File: src/sbpf_pkg.sv
// ----------------------------------------------------------------------------
// sbpf_pkg
// shared types and constants of the servo bus packet framer
// ----------------------------------------------------------------------------
package sbpf_pkg;

    typedef enum logic [2:0] {
        MODE_ACCEL      = 3'd0,
        MODE_WHEEL      = 3'd1,
        MODE_SYNC_RAW   = 3'd2,
        MODE_SYNC_PCT   = 3'd3,
        MODE_SINGLE     = 3'd4,
        MODE_SYNC_POS   = 3'd5
    } mode_t;

    localparam int  LIMIT_W           = 15;
    localparam int  CFG_ADDR_W        = 1;
    localparam logic [CFG_ADDR_W-1:0] CFG_SYNC_LIMIT   = 1'b0;
    localparam logic [CFG_ADDR_W-1:0] CFG_SINGLE_LIMIT = 1'b1;
    localparam logic [LIMIT_W-1:0]    SYNC_LIMIT_RST   = 15'd7000;
    localparam logic [LIMIT_W-1:0]    SINGLE_LIMIT_RST = 15'd10000;

    localparam int  BODY_BYTES  = 15;
    localparam int  BODY_IDX_W  = 4;
    localparam int  LEN_W       = 5;

    localparam logic [7:0] BYTE_HDR       = 8'hFF;
    localparam logic [7:0] BYTE_BCAST     = 8'hFE;
    localparam logic [7:0] INST_WRITE     = 8'h03;
    localparam logic [7:0] INST_SYNC      = 8'h83;
    localparam logic [7:0] ADDR_ACCEL     = 8'h29;
    localparam logic [7:0] ADDR_WHEEL     = 8'h21;
    localparam logic [7:0] ADDR_SPEED     = 8'h2E;
    localparam logic [7:0] ADDR_PCT_SPEED = 8'h20;
    localparam logic [7:0] ADDR_GOAL      = 8'h1E;

    localparam logic [LEN_W-1:0] LEN_SET    = 5'd8;
    localparam logic [LEN_W-1:0] LEN_SYNC   = 5'd14;
    localparam logic [LEN_W-1:0] LEN_SINGLE = 5'd9;
    localparam logic [LEN_W-1:0] LEN_POS    = 5'd18;

    // scaling by 1023/10000 and 1023/30000 as reciprocal multiply and shift
    localparam int          SCALE_W   = 26;
    localparam logic [SCALE_W-1:0] PCT_SCALE = 26'd13730474;
    localparam logic [SCALE_W-1:0] DEG_SCALE = 26'd36614597;
    localparam int          PCT_SHIFT = 27;
    localparam int          DEG_SHIFT = 30;
    localparam int          RAW_W     = 10;
    localparam int          PROD_W    = LIMIT_W + SCALE_W;

    localparam int QUEUE_DEPTH = 4;
    localparam int QPTR_W      = 2;

    typedef struct packed {
        logic [LEN_W-1:0]               len;
        logic                           port;
        logic [BODY_BYTES-1:0][7:0]     body;
    } frame_t;

endpackage

File: src/sbpf_front.sv
// ----------------------------------------------------------------------------
// sbpf_front
// command intake: clamps and scales the values and builds the packet body
// ----------------------------------------------------------------------------
module sbpf_front
    import sbpf_pkg::*;
(
    input  logic                   aclk,
    input  logic                   aresetn,
    input  logic                   cfg_wr_en,
    input  logic [CFG_ADDR_W-1:0]  cfg_addr,
    input  logic [LIMIT_W-1:0]     cfg_wdata,
    input  logic                   s_valid,
    output logic                   s_ready,
    input  logic [2:0]             s_mode,
    input  logic [7:0]             s_id_a,
    input  logic signed [15:0]     s_value_a,
    input  logic [7:0]             s_id_b,
    input  logic signed [15:0]     s_value_b,
    input  logic signed [15:0]     s_servo_speed,
    input  logic                   q_full,
    output logic                   q_push,
    output frame_t                 q_frame
);

    logic [LIMIT_W-1:0] sync_limit_reg;
    logic [LIMIT_W-1:0] single_limit_reg;

    logic               s1_valid_reg;
    mode_t              s1_mode_reg;
    logic [7:0]         s1_id_a_reg;
    logic [7:0]         s1_id_b_reg;
    logic [7:0]         s1_accel_reg;
    logic [LIMIT_W-1:0] s1_mag0_reg;
    logic [LIMIT_W-1:0] s1_mag1_reg;
    logic [13:0]        s1_mags_reg;
    logic               s1_neg0_reg;
    logic               s1_neg1_reg;
    logic               s1_sp_pos_reg;

    logic               s2_valid_reg;
    mode_t              s2_mode_reg;
    logic [7:0]         s2_id_a_reg;
    logic [7:0]         s2_id_b_reg;
    logic [7:0]         s2_accel_reg;
    logic [LIMIT_W-1:0] s2_mag0_reg;
    logic [LIMIT_W-1:0] s2_mag1_reg;
    logic [PROD_W-1:0]  s2_prod0_reg;
    logic [PROD_W-1:0]  s2_prod1_reg;
    logic [PROD_W-1:0]  s2_prods_reg;
    logic               s2_neg0_reg;
    logic               s2_neg1_reg;
    logic               s2_sp_pos_reg;

    logic               adv1;
    logic               adv2;
    logic               mode_ok;
    mode_t              in_mode;
    logic [15:0]        abs_a;
    logic [15:0]        abs_b;
    logic [LIMIT_W-1:0] mag0_next;
    logic [LIMIT_W-1:0] mag1_next;
    logic [13:0]        mags_next;
    logic [SCALE_W-1:0] scale;
    logic [RAW_W-1:0]   q0;
    logic [RAW_W-1:0]   q1;
    logic [RAW_W-1:0]   rs_raw;
    logic [RAW_W-1:0]   rs;
    logic [15:0]        r0;
    logic [15:0]        r1;

    function automatic logic [LIMIT_W-1:0] clamp_mag(input logic [15:0] mag,
                                                     input logic [LIMIT_W-1:0] lim);
        clamp_mag = (mag > {1'b0, lim}) ? lim : mag[LIMIT_W-1:0];
    endfunction

    function automatic logic [LIMIT_W-1:0] clamp_deg(input logic signed [15:0] v);
        logic [LIMIT_W-1:0] res;
        if (v[15]) begin
            res = '0;
        end else if (v > 16'sd30000) begin
            res = 15'd30000;
        end else begin
            res = v[LIMIT_W-1:0];
        end
        clamp_deg = res;
    endfunction

    // configuration
    always_ff @(posedge aclk) begin
        if (!aresetn) begin
            sync_limit_reg   <= SYNC_LIMIT_RST;
            single_limit_reg <= SINGLE_LIMIT_RST;
        end else if (cfg_wr_en) begin
            unique case (cfg_addr)
                CFG_SYNC_LIMIT:   sync_limit_reg   <= cfg_wdata;
                CFG_SINGLE_LIMIT: single_limit_reg <= cfg_wdata;
                default: ;
            endcase
        end
    end

    assign adv2    = !s2_valid_reg || !q_full;
    assign adv1    = !s1_valid_reg || adv2;
    assign s_ready = adv1;
    assign q_push  = s2_valid_reg && !q_full;
    assign mode_ok = (s_mode <= MODE_SYNC_POS);
    assign in_mode = mode_t'(s_mode);

    // stage 1: magnitudes and clamps
    always_comb begin
        abs_a     = s_value_a[15] ? (~s_value_a + 16'd1) : s_value_a;
        abs_b     = s_value_b[15] ? (~s_value_b + 16'd1) : s_value_b;
        mag0_next = '0;
        mag1_next = '0;
        unique case (in_mode)
            MODE_SYNC_RAW: begin
                mag0_next = clamp_mag(abs_a, sync_limit_reg);
                mag1_next = clamp_mag(abs_b, sync_limit_reg);
            end
            MODE_SYNC_PCT: begin
                mag0_next = clamp_mag(abs_a, 15'd10000);
                mag1_next = clamp_mag(abs_b, 15'd10000);
            end
            MODE_SINGLE: begin
                mag0_next = clamp_mag(abs_a, single_limit_reg);
            end
            MODE_SYNC_POS: begin
                mag0_next = clamp_deg(s_value_a);
                mag1_next = clamp_deg(s_value_b);
            end
            default: ;
        endcase
        if (s_servo_speed[15]) begin
            mags_next = '0;
        end else if (s_servo_speed > 16'sd10000) begin
            mags_next = 14'd10000;
        end else begin
            mags_next = s_servo_speed[13:0];
        end
    end

    always_ff @(posedge aclk) begin
        if (!aresetn) begin
            s1_valid_reg <= 1'b0;
            s2_valid_reg <= 1'b0;
        end else begin
            if (adv2) begin
                s2_valid_reg <= s1_valid_reg;
            end
            if (adv1) begin
                s1_valid_reg <= s_valid && mode_ok;
            end
        end
    end

    always_ff @(posedge aclk) begin
        if (adv1) begin
            s1_mode_reg   <= in_mode;
            s1_id_a_reg   <= s_id_a;
            s1_id_b_reg   <= s_id_b;
            s1_accel_reg  <= s_value_a[7:0];
            s1_mag0_reg   <= mag0_next;
            s1_mag1_reg   <= mag1_next;
            s1_mags_reg   <= mags_next;
            s1_neg0_reg   <= s_value_a[15];
            s1_neg1_reg   <= s_value_b[15];
            s1_sp_pos_reg <= !s_servo_speed[15] && (s_servo_speed != 16'sd0);
        end
    end

    // stage 2: scaling products
    assign scale = (s1_mode_reg == MODE_SYNC_POS) ? DEG_SCALE : PCT_SCALE;

    always_ff @(posedge aclk) begin
        if (adv2) begin
            s2_mode_reg   <= s1_mode_reg;
            s2_id_a_reg   <= s1_id_a_reg;
            s2_id_b_reg   <= s1_id_b_reg;
            s2_accel_reg  <= s1_accel_reg;
            s2_mag0_reg   <= s1_mag0_reg;
            s2_mag1_reg   <= s1_mag1_reg;
            s2_prod0_reg  <= PROD_W'(s1_mag0_reg) * PROD_W'(scale);
            s2_prod1_reg  <= PROD_W'(s1_mag1_reg) * PROD_W'(scale);
            s2_prods_reg  <= PROD_W'(s1_mags_reg) * PROD_W'(PCT_SCALE);
            s2_neg0_reg   <= s1_neg0_reg;
            s2_neg1_reg   <= s1_neg1_reg;
            s2_sp_pos_reg <= s1_sp_pos_reg;
        end
    end

    // packet body
    always_comb begin
        if (s2_mode_reg == MODE_SYNC_POS) begin
            q0 = s2_prod0_reg[DEG_SHIFT +: RAW_W];
            q1 = s2_prod1_reg[DEG_SHIFT +: RAW_W];
        end else begin
            q0 = s2_prod0_reg[PCT_SHIFT +: RAW_W];
            q1 = s2_prod1_reg[PCT_SHIFT +: RAW_W];
        end
        rs_raw = s2_prods_reg[PCT_SHIFT +: RAW_W];
        rs     = (rs_raw == '0 && s2_sp_pos_reg) ? RAW_W'(1) : rs_raw;

        unique case (s2_mode_reg)
            MODE_SYNC_PCT: begin
                r0 = {5'd0, s2_neg0_reg, q0};
                r1 = {5'd0, s2_neg1_reg, q1};
            end
            MODE_SYNC_POS: begin
                r0 = {6'd0, q0};
                r1 = {6'd0, q1};
            end
            default: begin
                r0 = {s2_neg0_reg, s2_mag0_reg};
                r1 = {s2_neg1_reg, s2_mag1_reg};
            end
        endcase

        q_frame      = '0;
        q_frame.port = (s2_mode_reg == MODE_SYNC_PCT) || (s2_mode_reg == MODE_SYNC_POS);
        unique case (s2_mode_reg)
            MODE_ACCEL, MODE_WHEEL: begin
                q_frame.len     = LEN_SET;
                q_frame.body[0] = s2_id_a_reg;
                q_frame.body[1] = 8'h04;
                q_frame.body[2] = INST_WRITE;
                q_frame.body[3] = (s2_mode_reg == MODE_ACCEL) ? ADDR_ACCEL : ADDR_WHEEL;
                q_frame.body[4] = (s2_mode_reg == MODE_ACCEL) ? s2_accel_reg : 8'h01;
            end
            MODE_SYNC_RAW, MODE_SYNC_PCT: begin
                q_frame.len      = LEN_SYNC;
                q_frame.body[0]  = BYTE_BCAST;
                q_frame.body[1]  = 8'h0A;
                q_frame.body[2]  = INST_SYNC;
                q_frame.body[3]  = (s2_mode_reg == MODE_SYNC_RAW) ? ADDR_SPEED : ADDR_PCT_SPEED;
                q_frame.body[4]  = 8'h02;
                q_frame.body[5]  = s2_id_a_reg;
                q_frame.body[6]  = r0[7:0];
                q_frame.body[7]  = r0[15:8];
                q_frame.body[8]  = s2_id_b_reg;
                q_frame.body[9]  = r1[7:0];
                q_frame.body[10] = r1[15:8];
            end
            MODE_SINGLE: begin
                q_frame.len     = LEN_SINGLE;
                q_frame.body[0] = s2_id_a_reg;
                q_frame.body[1] = 8'h05;
                q_frame.body[2] = INST_WRITE;
                q_frame.body[3] = ADDR_SPEED;
                q_frame.body[4] = r0[7:0];
                q_frame.body[5] = r0[15:8];
            end
            MODE_SYNC_POS: begin
                q_frame.len      = LEN_POS;
                q_frame.body[0]  = BYTE_BCAST;
                q_frame.body[1]  = 8'h0E;
                q_frame.body[2]  = INST_SYNC;
                q_frame.body[3]  = ADDR_GOAL;
                q_frame.body[4]  = 8'h04;
                q_frame.body[5]  = s2_id_a_reg;
                q_frame.body[6]  = r0[7:0];
                q_frame.body[7]  = r0[15:8];
                q_frame.body[8]  = rs[7:0];
                q_frame.body[9]  = {6'd0, rs[9:8]};
                q_frame.body[10] = s2_id_b_reg;
                q_frame.body[11] = r1[7:0];
                q_frame.body[12] = r1[15:8];
                q_frame.body[13] = rs[7:0];
                q_frame.body[14] = {6'd0, rs[9:8]};
            end
            default: ;
        endcase
    end

endmodule

File: src/sbpf_fifo.sv
// ----------------------------------------------------------------------------
// sbpf_fifo
// short request queue between packet builder and byte serializer
// ----------------------------------------------------------------------------
module sbpf_fifo
    import sbpf_pkg::*;
(
    input  logic   aclk,
    input  logic   aresetn,
    input  logic   push,
    input  frame_t push_frame,
    output logic   full,
    input  logic   pop,
    output frame_t head,
    output logic   empty
);

    frame_t              entry_reg [QUEUE_DEPTH];
    logic [QPTR_W-1:0]   wr_ptr_reg;
    logic [QPTR_W-1:0]   rd_ptr_reg;
    logic [QPTR_W:0]     count_reg;
    logic [QPTR_W:0]     count_next;

    assign full  = (count_reg == (QPTR_W+1)'(QUEUE_DEPTH));
    assign empty = (count_reg == '0);
    assign head  = entry_reg[rd_ptr_reg];

    always_comb begin
        count_next = count_reg;
        if (push && !pop) begin
            count_next = count_reg + 1'b1;
        end else if (pop && !push) begin
            count_next = count_reg - 1'b1;
        end
    end

    always_ff @(posedge aclk) begin
        if (!aresetn) begin
            wr_ptr_reg <= '0;
            rd_ptr_reg <= '0;
            count_reg  <= '0;
        end else begin
            count_reg <= count_next;
            if (push) begin
                wr_ptr_reg <= wr_ptr_reg + 1'b1;
            end
            if (pop) begin
                rd_ptr_reg <= rd_ptr_reg + 1'b1;
            end
        end
    end

    always_ff @(posedge aclk) begin
        if (push) begin
            entry_reg[wr_ptr_reg] <= push_frame;
        end
    end

endmodule

File: src/sbpf_back.sv
// ----------------------------------------------------------------------------
// sbpf_back
// byte serializer: header, body bytes and running checksum
// ----------------------------------------------------------------------------
module sbpf_back
    import sbpf_pkg::*;
(
    input  logic       aclk,
    input  logic       aresetn,
    input  frame_t     head,
    input  logic       empty,
    output logic       pop,
    output logic       m_valid,
    input  logic       m_ready,
    output logic [7:0] m_tx_byte,
    output logic       m_port,
    output logic       m_last
);

    logic [LEN_W-1:0]      idx_reg;
    logic [LEN_W-1:0]      idx_next;
    logic [7:0]            sum_reg;
    logic [7:0]            sum_next;
    logic                  m_valid_reg;
    logic                  m_valid_next;
    logic [7:0]            m_tx_byte_reg;
    logic                  m_port_reg;
    logic                  m_last_reg;
    logic                  load;
    logic                  emit;
    logic                  is_last;
    logic [BODY_IDX_W-1:0] body_idx;
    logic [LEN_W-1:0]      body_pos;
    logic [7:0]            cur_byte;

    assign load     = !m_valid_reg || m_ready;
    assign emit     = load && !empty;
    assign is_last  = (idx_reg == head.len - 1'b1);
    assign body_pos = idx_reg - LEN_W'(2);
    assign body_idx = body_pos[BODY_IDX_W-1:0];
    assign pop      = emit && is_last;

    always_comb begin
        sum_next     = sum_reg;
        idx_next     = idx_reg;
        m_valid_next = m_valid_reg;
        if (idx_reg < LEN_W'(2)) begin
            cur_byte = BYTE_HDR;
        end else if (is_last) begin
            cur_byte = ~sum_reg;
        end else begin
            cur_byte = head.body[body_idx];
        end
        if (load) begin
            m_valid_next = !empty;
        end
        if (emit) begin
            if (is_last) begin
                idx_next = '0;
                sum_next = '0;
            end else begin
                idx_next = idx_reg + 1'b1;
                if (idx_reg >= LEN_W'(2)) begin
                    sum_next = sum_reg + cur_byte;
                end
            end
        end
    end

    always_ff @(posedge aclk) begin
        if (!aresetn) begin
            idx_reg     <= '0;
            sum_reg     <= '0;
            m_valid_reg <= 1'b0;
        end else begin
            idx_reg     <= idx_next;
            sum_reg     <= sum_next;
            m_valid_reg <= m_valid_next;
        end
    end

    always_ff @(posedge aclk) begin
        if (emit) begin
            m_tx_byte_reg <= cur_byte;
            m_port_reg    <= head.port;
            m_last_reg    <= is_last;
        end
    end

    assign m_valid   = m_valid_reg;
    assign m_tx_byte = m_tx_byte_reg;
    assign m_port    = m_port_reg;
    assign m_last    = m_last_reg;

endmodule

File: src/servo_bus_packet_framer.sv
// ----------------------------------------------------------------------------
// servo_bus_packet_framer
// turns servo commands into framed instruction packets, one byte per result
// ----------------------------------------------------------------------------
// usage:
//   s_* channel takes one command per request (mode, ids, values, speed);
//   m_* channel returns the packet bytes, m_port selects the serial bus and
//   m_last marks the checksum byte that ends the packet
//   modes 6 and 7 are accepted and dropped without output
//   cfg_wr_en/cfg_addr/cfg_wdata write one speed limit, selected by cfg_addr
// path: a command passes both intake stages, the queue and the output register
// throughput: one byte per cycle on m_* while m_ready is high; a packet is 8, 9,
//   14 or 18 bytes depending on mode; the byte serializer sets this figure
//   commands are taken every cycle until the two intake stages and the
//   four-entry queue are full
// reset: clears the pipeline, queue and output valid; limits go to 7000
//   and 10000
// stall: while m_ready is low the current byte holds and the queue absorbs
//   new commands, then s_ready drops
// ----------------------------------------------------------------------------
module servo_bus_packet_framer
    import sbpf_pkg::*;
(
    input  logic                   aclk,
    input  logic                   aresetn,
    input  logic                   cfg_wr_en,
    input  logic [CFG_ADDR_W-1:0]  cfg_addr,
    input  logic [LIMIT_W-1:0]     cfg_wdata,
    input  logic                   s_valid,
    output logic                   s_ready,
    input  logic [2:0]             s_mode,
    input  logic [7:0]             s_id_a,
    input  logic signed [15:0]     s_value_a,
    input  logic [7:0]             s_id_b,
    input  logic signed [15:0]     s_value_b,
    input  logic signed [15:0]     s_servo_speed,
    output logic                   m_valid,
    input  logic                   m_ready,
    output logic [7:0]             m_tx_byte,
    output logic                   m_port,
    output logic                   m_last
);

    logic   q_push;
    logic   q_full;
    logic   q_pop;
    logic   q_empty;
    frame_t q_in;
    frame_t q_head;

    sbpf_front u_front (
        .aclk          (aclk),
        .aresetn       (aresetn),
        .cfg_wr_en     (cfg_wr_en),
        .cfg_addr      (cfg_addr),
        .cfg_wdata     (cfg_wdata),
        .s_valid       (s_valid),
        .s_ready       (s_ready),
        .s_mode        (s_mode),
        .s_id_a        (s_id_a),
        .s_value_a     (s_value_a),
        .s_id_b        (s_id_b),
        .s_value_b     (s_value_b),
        .s_servo_speed (s_servo_speed),
        .q_full        (q_full),
        .q_push        (q_push),
        .q_frame       (q_in)
    );

    sbpf_fifo u_fifo (
        .aclk       (aclk),
        .aresetn    (aresetn),
        .push       (q_push),
        .push_frame (q_in),
        .full       (q_full),
        .pop        (q_pop),
        .head       (q_head),
        .empty      (q_empty)
    );

    sbpf_back u_back (
        .aclk      (aclk),
        .aresetn   (aresetn),
        .head      (q_head),
        .empty     (q_empty),
        .pop       (q_pop),
        .m_valid   (m_valid),
        .m_ready   (m_ready),
        .m_tx_byte (m_tx_byte),
        .m_port    (m_port),
        .m_last    (m_last)
    );

endmodule

File: config.mk
export PLATFORM = sky130hd
export DESIGN_NAME = servo_bus_packet_framer
export DESIGN_NICKNAME = d
export VERILOG_FILES = /design/src/sbpf_pkg.sv /design/src/sbpf_front.sv /design/src/sbpf_fifo.sv /design/src/sbpf_back.sv /design/src/servo_bus_packet_framer.sv
export SDC_FILE = /design/constraint.sdc
export NUM_CORES = 2
export LEC_CHECK = 0
export BUFFER_PORTS_ARGS = -buffer_cell sky130_fd_sc_hd__buf_4
export CAP_MARGIN = 10
export CORE_MARGIN = 4
export CORE_UTILIZATION = 50
export DETAILED_ROUTE_END_ITERATION = 10
export MAX_ROUTING_LAYER = met4
export PLACE_DENSITY = 0.73
export SETUP_SLACK_MARGIN = 0.1
export SLEW_MARGIN = 10
export SYNTH_ARGS = -nofsm -noshare
export SYNTH_HDL_FRONTEND = slang
export SYNTH_HIERARCHICAL = 1
export SYNTH_SLANG_ARGS = --single-unit
File: constraint.sdc
create_clock -name aclk -period 9.06 [get_ports aclk]
set_input_delay 0.453 -clock aclk [delete_from_list [all_inputs] [get_ports aclk]]
set_output_delay 0.453 -clock aclk [all_outputs]
set_load 0.02 [all_outputs]
# Yosys cells after proc, flatten, opt, wreduce, memory -nomap -nowiden
# Memory sizes are Yosys's and may differ from the RTL's. A register that Yosys moved wholly into a read port is not among the register bits.
# Cells that the tools add are included.
[classes] add_sub_neg=10 n_mul=3 div_mod_pow=0 n_lt_le_gt_ge=12 eq_ne=12 shifts=0 n_mux=41 bitwise_logic=4 reduce_logical=33
[ops] op="$pmux W40 S4" n=1
[ops] op="$mux W15" n=9
[ops] op="$mul A15 B26 Y40" n=2
[ops] op="$pmux W40 S2" n=1
[ops] op="$pmux W16 S2" n=2
[ops] op="$pmux W15 S4" n=1
[ops] op="$mux W26" n=2
[ops] op="$gt A16 B15 Y1" n=3
[ops] op="$mux W8" n=6
[ops] op="$pmux W15 S3" n=1
[ops] op="$mul A14 B23 Y36 const B" n=1
[ops] op="$add A16 B1 Y16 const B" n=2
[ops] op="$bmux W8 S4" n=1
[ops] op="$gt A16 B14 Y1 const B" n=2
[ops] op="$gt A16 B16 Y1 const B" n=2
[ops] op="$mux W16" n=2
[ops] op="$not A16 Y16" n=2
[ops] op="$mux W10" n=3
[ops] op="$pmux W5 S4" n=1
[ops] op="$eq A3 B3 Y1 const B" n=6
[ops] op="$gt A16 B15 Y1 const B" n=1
[ops] op="$pmux W8 S2" n=1
[ops] op="$reduce_bool A16 Y1" n=1
[ops] op="$mux W14" n=1
[ops] op="30 further kinds" n=61
[totals] ff_bits=313 latchBits=0 mem_bits_rw=480 romBits=0 in_bits=88 wordCells=152 mem_count=1
[mem_list] memory="u_fifo.entry_reg" words=4 word_bits=120 rd=1 rd_ports_with_merged_regs=1 wr=1 line_no="sbpf_fifo.sv:18" rtl="frame_t entry_reg [QUEUE_DEPTH];"

# Depth between registers and ports, before layout
[logic_depth] word_depth=8 ltp_mapped=27

# By module
# Netlist, hierarchy kept.
[modules_own_cells] mod="sbpf_front" instances=1 cells_per_inst=3063 area_each_um2=30704.4 seq_area_each_um2=5745.5
[modules_own_cells] mod="sbpf_fifo" instances=1 cells_per_inst=701 area_each_um2=18592.8 seq_area_each_um2=15314.7
[modules_own_cells] mod="sbpf_back" instances=1 cells_per_inst=237 area_each_um2=2493.6 seq_area_each_um2=580.6

# Worst setup path before layout
# Ideal clock, no wire load.
[synth_timing] kind="register -> register" start="register u_front.s1_mode_reg[1]" end="register u_front.s2_prod0_reg[30], data pin" setup_ns=0.271 arrival_ns=6.121 path_slack_ns=2.668 stages_incl_launch_ff=22 synth_period_minus_slack_ns=6.392 path_cell_list="edfxtp_1 nor2_1 clkbuf_1 clkbuf_1 nand2_1 fa_1 fa_1 fa_1 inv_1 fa_1 fa_1 inv_1 fa_1 inv_1 ha_1 nand4_1 a2111o_1 a31oi_1 o31ai_1 a21boi_0 mux2i_1 o2111ai_1"
[synth_between] elab_chain_cells=3
[synth_lines] element="start: declaration" line_no="sbpf_front.sv:30" rtl="mode_t s1_mode_reg;"
[synth_lines] element="start signal: assignment" line_no="sbpf_front.sv:159" rtl="s1_mode_reg <= in_mode;"
[synth_lines] element="$eq A3 B3 Y1" line_no="sbpf_front.sv:173" rtl="assign scale = (s1_mode_reg == MODE_SYNC_POS) ? DEG_SCALE : PCT_SCALE;"
[synth_lines] element="$mux W26" line_no="sbpf_front.sv:173"
[synth_lines] element="$mul A15 B26 Y40" line_no="sbpf_front.sv:183" rtl="s2_prod0_reg <= PROD_W'(s1_mag0_reg) * PROD_W'(scale);"
[synth_lines] element="end signal: assignment" line_no="sbpf_front.sv:183"
[synth_lines] element="end: declaration" line_no="sbpf_front.sv:48" rtl="logic [PROD_W-1:0] s2_prod0_reg;"
# No other way between the ends.
# A chain may end at the register's enable or synchronous reset.

# Worst setup path in the final report
[layout_timing] start="register u_front.s1_mode_reg[1]" end="register u_front.s2_prod1_reg[39], data pin"
[layout_between] elab_chain_cells=3
[layout_lines] element="$eq A3 B3 Y1" line_no="sbpf_front.sv:173"
[layout_lines] element="$mux W26" line_no="sbpf_front.sv:173"
[layout_lines] element="$mul A15 B26 Y40" line_no="sbpf_front.sv:184" rtl="s2_prod1_reg <= PROD_W'(s1_mag1_reg) * PROD_W'(scale);"
[layout_lines] element="end signal: assignment" line_no="sbpf_front.sv:184"
[layout_lines] element="end: declaration" line_no="sbpf_front.sv:49" rtl="logic [PROD_W-1:0] s2_prod1_reg;"
# No other way between the ends.

==> impl_results.md <==
* Result of the run: completed
* Final core utilization at 0.552
* Post-route clock period utilization at 0.816
* Die Span X at between 300 and 400 um
* CP endpoint kind: flop
* Multi-input logic area at 0.0268 mm2
* Number of synthesized flops with an enable pin at ~680
* WL final at 120000 um
* Min Tclk post-route at roughly 7.4 ns
* TritonCTS buffer count at 77
* Mapped Area at 0.0518 mm2
* CP Class: reg -> reg
* Worst hold path type: in -> reg
* Clock share of power at 0.272
* F_max at around 0.14 GHz
* Worst path most repeated cell: fa_1
* Reg2Reg Launch Point: u_front/s1_mode_reg[1]$_DFFE_PP_
* Synth top cells by count: inv_1, edfxtp_1, ha_1, fa_1, nand2_1
* Largest net degree at the start of global routing at 80
* Initial antenna violation count at 14
* CTS tree: built
* Count leader, synth: inv_1
* Yosys top cell by area: edfxtp_1
* Rel. slew slack at 0.211
* # port buffers at 99
* Final ANT Viol Nets at 0
* Via Count at slightly above 30000
* Leak pwr at 24.7 nW
* WL per Instance at between 20 and 25 um
* Startpoint types: flop
* Area share of the largest cell type after synthesis at 0.397
* DRT iter0 DRCs at about 2700
* Setup Fix Bufs, Post-CTS at 0
* GR Util All Layers at 0.234
* Net Sw Power at approximately 4 mW
* Worst-path clk slew at roughly 0.06 ns
* DR pass1 iterations at 7
* Core area at between 0.1 and 0.15 mm2
* Worst Tran Pin Value at 1.18 ns
* First-pass GRT wire length at roughly 190000 um
* CTS root buf: clkbuf_16
* Vias in the first global route at 32200
* Library cells used by synthesis at 83
* Initial Util at 0.506
* Seq cells post-synth at around 740
* FFs w/ async S/R, synth at 0
* Slowest cell delay on critical path at just under 0.7 ns
* Hold Fails Final Rpt at 0
* Worst vdd rail ir drop at 162 uV
* Die area at around 0.11 mm2
* Syn avg cell area at 12.9 um2
* IO Pins at 100
* Clock Latency Late Sink at 0.64 ns
* Fillers at around 8300
* Worst Hold Launch: s_id_b[1]
* Seq pwr share at 0.361
* Htree depth at 3
* Worst Path Max Fanout at 22
* Seq/Total Area, Yosys at 0.418
* Yosys warns at 6
* Die height at 330 um
* Final Power at 11.5 mW
* Max reg flops at roughly 500
* Nets at about 5200
* Grt ovf at 0
* Post-Place Cells at 5392
* Worst Skew at 0.0223 ns
* Fin cells at 5552
* Pins over their slew limit at 0
* Post-cts sizing count at 0
* Area contributors post-synth: edfxtp_1, fa_1, ha_1
* Internal cell power at about 7.6 mW
* RD Place Congestion at between 1 and 1.5
* Power density over the cells at 203 mW/mm2
* RSZ-0062 raised after global routing: no
* Synthesized instance count at 4001
* Post-DP HPWL at between 90000 and 100000 um
* Via density per instance at around 5.6
* Comb pwr share at 0.366
* Final setup TNS at 0 ns
* CP startpoint: u_front/s1_mode_reg[1]$_DFFE_PP_
* Final setup fails at 0
* Largest buffer count on any clock path at 3
* P&R area growth vs syn at 9.14%
* MaxCap Viol Count at 0
* Register Area at about 0.022 mm2
* WP data arrival at 7.77 ns
* # DRC at 0
* Rows at roughly 120
* Crit-path cells: nor2_2, buf_4, nand2_1, fa_1, fa_1, inv_1, fa_1, fa_1, fa_1, inv_1, fa_1, inv_1, ha_1, nand3_1, or4_1, a21oi_1, o2111ai_1, nand3_1, a31oi_1, xnor2_1
* Slowest CP cell: nor2_2
* Sw Ratio at 0.340
* Clock sinks at ~740
* Main synth FF type: edfxtp_1
* Share of cells above drive strength 1 at 0.103
* Crit path required time at 9.43 ns
-- logic make-up after synthesis --
| group | Yosys count | synth area share |
|---|---|---|
| other | 2 | 0.000145 |
| and+or+nand+nor | 643 | 0.0603 |
| DFF | 739 | 0.418 |
| buffers and inverters | 907 | 0.0703 |
| adders and majority gates | 966 | 0.299 |
| xor gates and xnor gates | 99 | 0.0172 |
| AOI/OAI and AO/OA | 444 | 0.0579 |
| muxes | 201 | 0.0775 |
-- per-stage QoR --
step	setup slack (ns)	hold slack, ns	cell area [um2]
2_1_floorplan	2.67	0.400	52000
3_3_place_gp	1.74	0.401	53900
5_1_grt	1.30	0.00837	56500
4_1_cts	1.71	0.00850	56500
3_5_place_dp	1.69	0.405	53900
6_report	1.67	0.0385	56500
-- layout by cell type, fill, tap and decap left out, types with 42 or more instances in the layout --
cell type / instances
inv_1: 742
nor2_1: 113
xnor2_1: 74
edfxtp_1: 684
a21o_1: 44
conb_1: 65
dfxtp_1: 51
buf_4: 121
fa_1: 451
nand2_1: 245
mux2i_1: 42
clkbuf_16: 78
a21oi_1: 77
o21ai_0: 105
ha_1: 515
mux4_2: 150
-- power groups by stage --
stage	Combinational (mW)	Clock (mW)	Sequential [mW]
global route	4.88	3.35	4.15
global placement	4.05	0	4.20
detailed placement	4.17	0	4.20
floorplan	3.11	0	4.12
CTS	4.21	3.19	4.14
finish	4.19	3.12	4.14
-- critical path: cells and delay by family, from the launching register on --
kind,cells,cell delay [ns]
compound gates,3,0.70
xor+xnor,1,0.14
fa+ha+maj,7,3.47
buf+inv,4,0.53
flops,1,0.43
simple gates,5,1.86
-- worst paths after layout --
path / end / slack, ns / cells past startpoint
min reg2reg: u_front/s2_id_a_reg[1]$_DFFE_PP_ / 0.42 / 0
max reg2reg: u_front/s2_prod1_reg[39]$_DFFE_PP_ / 1.67 / 20
min: u_front/s1_id_b_reg[1]$_DFFE_PP_ / 0.04 / 1
max: u_front/s2_prod1_reg[39]$_DFFE_PP_ / 1.67 / 20
-- repair_timing --
| item | in CTS | in global routing |
|---|---|---|
| endpoints found under the hold margin | 9 | 0 |
| hold buffers | 9 | 0 |
| setup endpoints to repair | 0 | 0 |
-- area by class of cell --
type / count / area share
inverters: 744 / 0.0494
clock inverters: 48 / 0.00903
well taps: 1368 / 0.0303
multi-input cells: 2418 / 0.474
diodes: 11 / 0.000487
flip-flops and latches: 739 / 0.383
repair buffers: 132 / 0.0184
clock buffers: 92 / 0.0356
-- routing by layer --
metal,global-route usage,vias up,wire length (um)
met2,0.359,1183,56100
met4,0.0593,0,3170
met5,-,-,0
met1,0.329,15600,50800
met3,0.0389,175,10100
li1,-,14000,-
Note: power is estimated with default switching activity, not from simulation.
